### src/sv/rtss_pkg.sv
// ----------------------------------------------------------------------------
// rtss_pkg
// shared types and codes of the sorted record table
// ----------------------------------------------------------------------------
package rtss_pkg;

   // operation kinds
   localparam logic [2:0] KIND_ADD     = 3'd0;
   localparam logic [2:0] KIND_LSEARCH = 3'd1;
   localparam logic [2:0] KIND_KSORT   = 3'd2;
   localparam logic [2:0] KIND_BSEARCH = 3'd3;
   localparam logic [2:0] KIND_SSORT   = 3'd4;
   localparam logic [2:0] KIND_DUMP    = 3'd5;

   // result status codes
   localparam logic [2:0] ST_OK        = 3'd0;
   localparam logic [2:0] ST_FULL      = 3'd1;
   localparam logic [2:0] ST_DUP       = 3'd2;
   localparam logic [2:0] ST_BAD_KEY   = 3'd3;
   localparam logic [2:0] ST_BAD_SCORE = 3'd4;
   localparam logic [2:0] ST_NOT_FOUND = 3'd5;
   localparam logic [2:0] ST_NOT_SORT  = 3'd6;
   localparam logic [2:0] ST_EMPTY     = 3'd7;

   localparam logic [13:0] SCORE_MAX = 14'd10000;

   typedef struct packed {
      logic [2:0]  kind;
      logic [15:0] key;
      logic [13:0] score;
   } req_type;

   typedef struct packed {
      logic [2:0]  status;
      logic [5:0]  position;
      logic [15:0] found_key;
      logic [13:0] found_score;
      logic [6:0]  fill;
      logic        last;
   } rsp_type;

   typedef struct packed {
      logic [15:0] key;
      logic [13:0] score;
   } rec_type;

   typedef enum logic [1:0] {
      OP_HOLD   = 2'd0,
      OP_ROTATE = 2'd1,
      OP_SORT   = 2'd2,
      OP_LOAD   = 2'd3
   } cell_op_type;

   typedef struct packed {
      cell_op_type op;
      logic        by_score;
   } cell_ctl_type;

   function automatic rsp_type mk_rsp(logic [2:0] status, logic [5:0] position,
                                      logic [15:0] key, logic [13:0] score,
                                      logic [6:0] fill, logic last);
      rsp_type r;
      r.status      = status;
      r.position    = position;
      r.found_key   = key;
      r.found_score = score;
      r.fill        = fill;
      r.last        = last;
      return r;
   endfunction

endpackage

### src/sv/rtss_cell.sv
// ----------------------------------------------------------------------------
// rtss_cell
// one record slot: holds, rotates, loads or compare-exchanges with neighbors
// ----------------------------------------------------------------------------
module rtss_cell
   import rtss_pkg::*;
(
   input  logic         clock,
   input  cell_ctl_type ctl,
   input  logic         pair_en,
   input  logic         load_en,
   input  logic         left_swap,
   input  rec_type      next_rec,
   input  rec_type      prev_rec,
   input  rec_type      load_rec,
   output rec_type      rec,
   output logic         swap_right
);

   rec_type rec_ff;
   rec_type rec_in;
   logic    out_of_order;

   assign rec = rec_ff;

   // descending by score, ascending by key; strict compare keeps equals in order
   assign out_of_order = ctl.by_score ? (rec_ff.score < next_rec.score)
                                      : (next_rec.key < rec_ff.key);
   assign swap_right   = (ctl.op == OP_SORT) && pair_en && out_of_order;

   always_comb begin
      rec_in = rec_ff;
      unique case (ctl.op)
         OP_ROTATE: rec_in = next_rec;
         OP_SORT: begin
            if (swap_right) rec_in = next_rec;
            else if (left_swap) rec_in = prev_rec;
         end
         OP_LOAD: if (load_en) rec_in = load_rec;
         default: rec_in = rec_ff;
      endcase
   end

   always_ff @(posedge clock) begin
      rec_ff <= rec_in;
   end

endmodule

### config.mk
export PLATFORM = sky130hd
export DESIGN_NAME = rtss_cell
export DESIGN_NICKNAME = d
export VERILOG_FILES = /design/src/sv/rtss_pkg.sv /design/src/sv/rtss_cell.sv
export SDC_FILE = /design/constraint.sdc
export NUM_CORES = 1
export LEC_CHECK = 0
export ABC_AREA = 1
export BUFFER_PORTS_ARGS = -buffer_cell sky130_fd_sc_hd__buf_2
export CORE_MARGIN = 2
export CORE_UTILIZATION = 40
export DETAILED_ROUTE_END_ITERATION = 6
export PLACE_DENSITY = 0.7
export SYNTH_ARGS = -nofsm -noshare
export SYNTH_HDL_FRONTEND = slang
export SYNTH_SLANG_ARGS = --single-unit
### constraint.sdc
create_clock -name clock -period 2.5 [get_ports clock]
set_input_delay 0.25 -clock clock [delete_from_list [all_inputs] [get_ports clock]]
set_output_delay 0.25 -clock clock [all_outputs]
set_load 0.05 [all_outputs]
---- Word level (Yosys, flattened, before mapping) ----
Cells that the tools add are included.
storage, ports and cells
  register bits after elaboration ......... 30
  bits of input ports ..................... 97
  output and inout bits ................... 31
  logic and storage cells ................. 18
cells by class
  magnitude comparators ................... 2
  equal/unequal tests ..................... 5
  multiplexer cells ....................... 5
  reduce and logical (&&, ||, !) cells .... 4
operator list
  kind                number
  $mux 30             3
  $pmux 30 s3         1
  $lt 16x16->1        1
  $lt 14x14->1        1
  $eq 2x2->1 const B  2
  $ne 3x3->1 const B  1
  $reduce_and 3->1    1
  $reduce_bool 3->1   1
  $eq 2x1->1 const B  1
  $logic_and 1x1->1   2
  $ne 2x2->1 const B  1
  $mux 1              1

---- Logic depth before layout (Yosys ltp) ----
Gate-level depths: netlist of run 1.
  word-level depth ........................ 5
  gate-level depth with buffers ........... 16
  gate-level depth less buffers ........... 15

---- Worst setup path before layout of run 1 ----
Ideal clock, no wire load.
  kind .................................... register to register
  from .................................... reg rec_ff (netlist bit rec[5])
  to ...................................... reg rec_ff (netlist bit rec[0]) (enable)
  library setup time ...................... 0.387 ns
  arrival time ............................ 2.617 ns
  required time ........................... 2.113 ns
  path slack .............................. -0.505 ns
  stages on the path, launching flop included .. 13
  path buffers ............................ 0
  period minus slack after synthesis ...... 3.005 ns
  path through ............................ edfxtp_1 -> ha_1 -> nand2_1 -> inv_1 -> a21oi_2 -> nand2_1 -> nand2_1 -> nand2_2 -> a21oi_4 -> nand2_4 -> inv_2 -> o21ai_1 -> nand2_1
between the ends
  longest elaborated chain between the ends .. 5
RTL lines
  what                               RTL line         text
  from (decl)                        rtss_cell.sv:20  rec_type rec_ff;
  from (signal assigned)             rtss_cell.sv:45  rec_ff <= rec_in;
  $lt 14x14->1                       rtss_cell.sv:27  assign out_of_order = ctl.by_score ? (rec_ff.score < next_rec.score)
  $mux 1                             rtss_cell.sv:27
  $logic_and 1x1->1                  rtss_cell.sv:29  assign swap_right = (ctl.op == OP_SORT) && pair_en && out_of_order;
  net swap_right                     rtss_cell.sv:17  output logic swap_right
  $ne 3x3->1 (no source line)        --
  $reduce_and 3->1 (no source line)  --
The timed path passes the listed nets, and every way through them passes these cells.
A chain may end at the register's enable or synchronous reset.

---- Final worst setup path of run 1 ----
  from .................................... reg rec_ff (netlist bit rec[9])
  to ...................................... out swap_right
between the ends
  longest elaborated chain between the ends .. 3
RTL lines
  what               RTL line
  $lt 14x14->1       rtss_cell.sv:27
  $mux 1             rtss_cell.sv:27
  $logic_and 1x1->1  rtss_cell.sv:29
  to (decl)          rtss_cell.sv:17
Every way passes these cells.

==> results of run 1 <==
==> cell usage after synthesis (3+ instances only) <==
cell type,number
nand2_1,102
inv_1,88
nand3_2,60
nand2_4,32
nand3_1,31
edfxtp_1,30
ha_1,28
a21oi_1,10
clkbuf_1,4
inv_2,4
buf_12,3
buf_6,3
clkbuf_8,3
nor2_1,3
o21ai_0,3
==> worst max path at each step <==
| stage | to | startpoint | cells after the start |
|---|---|---|---|
| final | swap_right | rec[9] | 11 |
| after detailed placement | rec[14] | next_rec[13] | 14 |
| after global routing | swap_right | rec[13] | 11 |
| after CTS | swap_right | rec[7] | 11 |
| after floorplan | rec[0] | rec[5] | 12 |
| after global placement | rec[15] | next_rec[9] | 12 |
==> what timing repair did <==
action	4_1_cts	5_1_grt
endpoints found under the hold margin	0	0
gates resized for setup	0	1
setup buffers	0	0
endpoints found under the setup margin	0	6
hold buffers	0	0
==> area by class of cell <==
class | count | area (um^2) | area share
Clock inverter | 2 | 8.758 | 0.002069
Inverter | 92 | 352.8 | 0.08333
Tap cell | 105 | 131.4 | 0.03103
Clock buffer | 6 | 72.57 | 0.01714
Multi-Input combinational cell | 279 | 2023 | 0.4778
Timing Repair Buffer | 136 | 744.5 | 0.1758
Sequential cell | 30 | 900.9 | 0.2128
==> metal layers <==
metal  up-vias  routed length, um  track usage
li1       1572                  -            -
met3        14                367      0.02601
met1      1412               3720       0.2396
met4         0                132      0.07042
met5         -                  0            0
met2        97               4403       0.3259
==> logic make-up after synthesis <==
group	count (synthesis)
buffers and inverters	110
AND/OR/NAND/NOR	233
flip-flops	30
AO/OA/AOI/OAI	18
adder cells (fa/ha/maj)	28
==> power breakdown <==
group / internal (uW) / switching [uW] / leakage [uW] / total [uW]
Clock: 191 / 174 / 0.0000426 / 364
Combinational: 253 / 483 / 0.00203 / 737
Sequential: 615 / 25.5 / 0.000296 / 641
Total: 1060 / 683 / 0.00237 / 1740
==> stage by stage <==
stage | power, uW | cell area, um^2 | utilization
floorplan | 1181 | 3460 | -
global placement | 1372 | 4149 | 0.4999
detailed placement | 1390 | 4149 | 0.4999
CTS | 1757 | 4230 | 0.5097
global route | 1855 | 4234 | 0.5102
finish | 1742 | 4234 | 0.5102
==> worst min-delay path: stages <==
cell     delay (ns)
buf_2          0.07
nand2_1        0.05
nand3_2        0.06
==> key figures, run 1 <==
Logic synthesis
  – Post-synthesis xor/xnor area fraction: 0
  – Async SR Flop Fraction: 0
  – Adder-cell share of the synthesized area: 0.1017
  – Post-synthesis compound-gate area fraction: 0.03233
  – Largest family of logic cells by synthesized area: simple AND/OR/NAND/NOR gates
  – Post-synth EDFFs: 30
  – Area leader, netlist: edfxtp_1
  – Unique masters post-synth: 26
  – Multiplexer area fraction after synthesis: 0
  – Top cells by area, synth: edfxtp_1 (26%), nand3_2 (17%), nand2_1 (11%)
  – Syn nets: 544
  – Post-Synth Simple-Gate Area: 0.4511
  – Most used DFF post-synth: edfxtp_1
  – Gate Count Post-Synth: 419
  – Post-synthesis register bit count: 30
  – Post-synthesis sequential area ratio: 0.2615
  – Average size of a mapped cell: 8.221 um^2
  – Share of the synthesized area in the top cell type: 0.2615
  – Ys Warns: 0
  – Cell area after synthesis: 3445 um^2

Placement
  – Setup WS pre-CTS: 0.2209 ns
  – Final Wtd Congestion: 0.8324
  – Hpwl dp: 6580 um
  – Port Buffer Count: 127
  – Inst Count DP: 642

GRT
  – Initial antenna violation count: 0
  – Grt ovf: 0
  – First-pass GRT wire length: 14490 um
  – Vias in the first global route: 3157
  – Gr usage total: 0.1887
  – Largest net degree at the start of global routing: 32

Route
  – DRC viols: 0
  – Vias: 3095
  – DR iter-0 viols: 91
  – Pre-antenna DRT Iters: 4
  – WL final: 8624 um
  – WL per Instance: 13.27 um
  – Vias/cell: 4.762
  – Detail Route Antenna Nets: 0

Pwr
  – Maximum vdd ir drop: 0.2244 mV
  – PD cells: 411.5 nW/um^2
  – Leakage: 0.002366 uW

Finish
  – Most frequent cells in the layout: buf_2 (127), nand2_1 (101), inv_1 (88)
  – Nets: 669
  – Max reg flops: 30
  – Fillers: 820
  – # diodes: 0
  – Commonest non-fill, non-tap cell in the layout: buf_2
  – Post-Layout Cell Count: 650
  – Layout cells sized above 1: 0.4514
  – Area grow syn2layout: 22.92%

Floorplan
  – Die Wd: 96.80 um
  – Core Footprint: 8299 um^2
  – FP Rows: 33
  – Die area: 9369 um^2
  – I/O pins: 128
  – Die Y-Extent: 96.80 um
  – Initial Util: 0.4150

Timing
  – Slew @ Worst Pin: 0.5470 ns
  – Fmax: 0.4351 GHz
  – Final setup violation count: 0
  – Final hold slack: 0.2627 ns
  – Skew final: 0.004050 ns
  – Tcrit/Tclk final: 0.9193
  – Final WS setup: 0.2019 ns
  – Slew Limit Fails: 0
  – Fin. Hold Viols: 0
  – Relative slew slack: 0.6353
  – Unrepaired setup endpoints after global routing: no
  – Total negative slack: 0 ns
  – Fin crit period: 2.298 ns

Clock tree
  – Clock tree root driver cell: clkbuf_8
  – CTS Sinks: 30
  – CTS clock-pin slew for the worst setup and hold paths: 0.06 ns
  – CTS max path bufs: 2
  – CTS tree: yes
  – Cts bufs inserted: 5
  – Worst skew pair latency: 0.28 ns
  – H-Tree Depth: 2

Critical path
  – Critical path cell sequence: ha_1 > nand2_1 > inv_1 > nand2_1 > nand2_1 > a21oi_2 > nand2_2 > a21oi_4 > nand2_4 > inv_8 > buf_2
  – Largest stage delay on the critical path: 0.40 ns
  – R2R Setup Slk: 0.24 ns
  – Crit Path Class: flip-flop to output port
  – WP buf/inv: 3
  – Critical-path top delay cell: edfxtp_1
  – Cell mode on critical path: nand2_1
  – Reg2reg start: rec[13]
  – Worst-path maximum fanout: 2
  – Worst EP arrival: 2.05 ns
  – CP required: 2.25 ns
  – R2R depth: 13
  – Reg-to-reg critical path endpoint: rec[12]
  – Crit path launch type: flip-flop
  – Crit-path leading delay family: flip-flops
  – Worst Setup End Kind: output port

Min path
  – Hold path depth: 3
  – Min-delay src: load_rec[25]
  – Hold WC Path Type: input pin to flip-flop
  – Hold Path End: rec[25]

Job
  – Number of max-cap violations: 0

Run status
  – Status: finished clean
No activity file was read; power rests on OpenSTA's default activity.
==> inputs of run 2 (changes only) <==
- CORE_UTILIZATION: 40 -> 46
- PLACE_DENSITY: 0.7 -> 0.78
==> key figures, run 2 (synthesized netlist as in run 1, its figures left out) <==
Finish
  – Max reg flops: 30
  – Sequential standard cell area: 900.9 um^2
  – # diodes: 0
  – Nets: 667
  – Area grow syn2layout: 21.58%
  – Multi-input logic area: 2038 um^2
  – Commonest non-fill, non-tap cell in the layout: buf_2
  – Fillers: 687
  – Fin util: 0.5774
  – Layout cells sized above 1: 0.4539
  – Design Area, Final: 4188 um^2
  – Most frequent cells in the layout: buf_2 (127), nand2_1 (101), inv_1 (88)

Timing
  – Final hold slack: 0.2664 ns
  – Fin crit period: 2.373 ns
  – Slew @ Worst Pin: 1.050 ns
  – Fin. Hold Viols: 0
  – Slew Limit Fails: 0
  – Fmax: 0.4214 GHz
  – Unrepaired setup endpoints after global routing: no
  – Skew final: 0.004787 ns
  – Final WS setup: 0.1267 ns
  – Total negative slack: 0 ns
  – Tcrit/Tclk final: 0.9493
  – Final setup violation count: 0
  – Relative slew slack: 0.2991

Route
  – Vias: 3109
  – Vias/cell: 4.850
  – Pre-antenna DRT Iters: 4
  – WL final: 8634 um
  – Detail Route Antenna Nets: 0
  – DR iter-0 viols: 111
  – DRC viols: 0
  – WL per Instance: 13.47 um

Floorplan
  – Core Footprint: 7253 um^2
  – Die Wd: 90.54 um
  – FP Rows: 31
  – I/O pins: 128
  – Die area: 8197 um^2
  – Initial Util: 0.4749
  – Die Y-Extent: 90.54 um

Critical path
  – Critical path cell sequence: ha_1 > a21oi_1 > nand2_1 > a21oi_2 > nand2_2 > a21oi_4 > buf_4 > nand3_1 > nand3_2 > nand3_2
  – Worst-path maximum fanout: 30
  – Crit-path leading delay family: simple AND/OR/NAND/NOR gates
  – CP required: 2.52 ns
  – Worst Setup End Kind: flip-flop
  – Crit path launch type: flip-flop
  – Reg2reg start: rec[9]
  – R2R Setup Slk: 0.13 ns
  – Reg-to-reg critical path endpoint: rec[13]
  – Cell mode on critical path: nand3_2
  – Critical-path top delay cell: edfxtp_1
  – Worst EP arrival: 2.39 ns
  – Crit Path Class: flip-flop to flip-flop
  – R2R depth: 10
  – WP buf/inv: 1
  – Largest stage delay on the critical path: 0.39 ns

Clock tree
  – CTS tree: yes
  – CTS Hold Buffers Added: 0
  – CTS max path bufs: 2
  – Clock tree root driver cell: clkbuf_8
  – Worst skew pair latency: 0.27 ns
  – Cts bufs inserted: 5
  – CTS clock-pin slew for the worst setup and hold paths: 0.06 ns
  – CTS Sinks: 30
  – H-Tree Depth: 2

Pwr
  – Psw: 685.5 uW
  – Internal: 1045 uW
  – PD cells: 413.2 nW/um^2
  – Maximum vdd ir drop: 0.2046 mV
  – Clock Power Share: 0.209
  – Reg power frac: 0.370
  – Sw frac: 0.3962
  – Leakage: 0.002350 uW
  – Combinational Power Share: 0.421

GRT
  – Vias in the first global route: 3190
  – First-pass GRT wire length: 13950 um
  – Initial antenna violation count: 0
  – Largest net degree at the start of global routing: 32
  – Gr usage total: 0.2078
  – Grt ovf: 0

Min path
  – Hold path depth: 3
  – Min-delay src: load_rec[25]
  – Hold WC Path Type: input pin to flip-flop
  – Hold Path End: rec[25]

Placement
  – Final Wtd Congestion: 0.8431
  – Port Buffer Count: 127
  – Setup WS pre-CTS: 0.1516 ns
  – Hpwl dp: 6418 um
  – Placed instance area: 4094 um^2

Job
  – Number of max-cap violations: 0

Run status
  – Status: finished clean
-- run 2: cell types whose count changed in the layout (fill, tap and decap cells not counted) --
cell,before,now
buf_12,3,1
buf_6,1,0
clkbuf_1,1,0
clkinv_1,1,0
clkinv_2,1,2
nand2_4,33,34
o21ai_1,1,0
o21ai_2,0,1
-- run 2: repair_timing --
item / 4_1_cts / 5_1_grt
setup endpoints to repair: 0 / 30
gates resized for setup: 0 / 2
buffers inserted: 0 / 0
-- run 2: tightest hold or removal path, delay by kind of cell --
family	cells	cell delay, ns
AND/OR/NAND/NOR	2	0.11
buffers and inverters	1	0.08
-- run 2: metal layers --
| metal | track usage | vias to the layer above | share of wire |
|---|---|---|---|
| li1 | - | 1566 | - |
| met1 | 0.2437 | 1437 | 0.42 |
| met2 | 0.3812 | 98 | 0.52 |
| met3 | 0.03673 | 8 | 0.053 |
| met4 | 0.06667 | 0 | 0.011 |
| met5 | 0 | - | 0 |
-- run 2: power by group through the flow --
stage               Sequential [uW]  Combinational [uW]  Clock, uW
floorplan                       799                 381          0
global placement                649                 705          0
detailed placement              651                 725          0
CTS                             640                 729        375
global route                    645                 797        388
finish                          640                 728        362
-- run 2: area by class of cell --
| class | count | share of cell area |
|---|---|---|
| inverters | 92 | 0.08425 |
| repair buffers | 133 | 0.1655 |
| clock buffers | 5 | 0.01643 |
| multi-input cells | 280 | 0.4867 |
| clock inverters | 2 | 0.002390 |
| flip-flops and latches | 30 | 0.2151 |
| well taps | 99 | 0.02958 |
-- run 2: worst max path at each step --
stage           startpoint       to  slack (ns)  cells after the start
6_report            rec[9]  rec[13]        0.13                     10
4_1_cts            rec[29]   rec[8]        0.14                     13
5_1_grt            rec[29]   rec[9]        0.02                     13
3_5_place_dp   next_rec[9]  rec[13]        0.15                     12
2_1_floorplan       rec[5]   rec[0]       0.002                     12
3_3_place_gp       rec[29]  rec[18]        0.21                     13
-- run 2: metrics by stage --
step                      total power, uW  instances
after detailed placement             1376        633
after CTS                            1744        640
after global placement               1354        633
after global routing                 1830        641
final                                1730        641
after floorplan                      1181        419
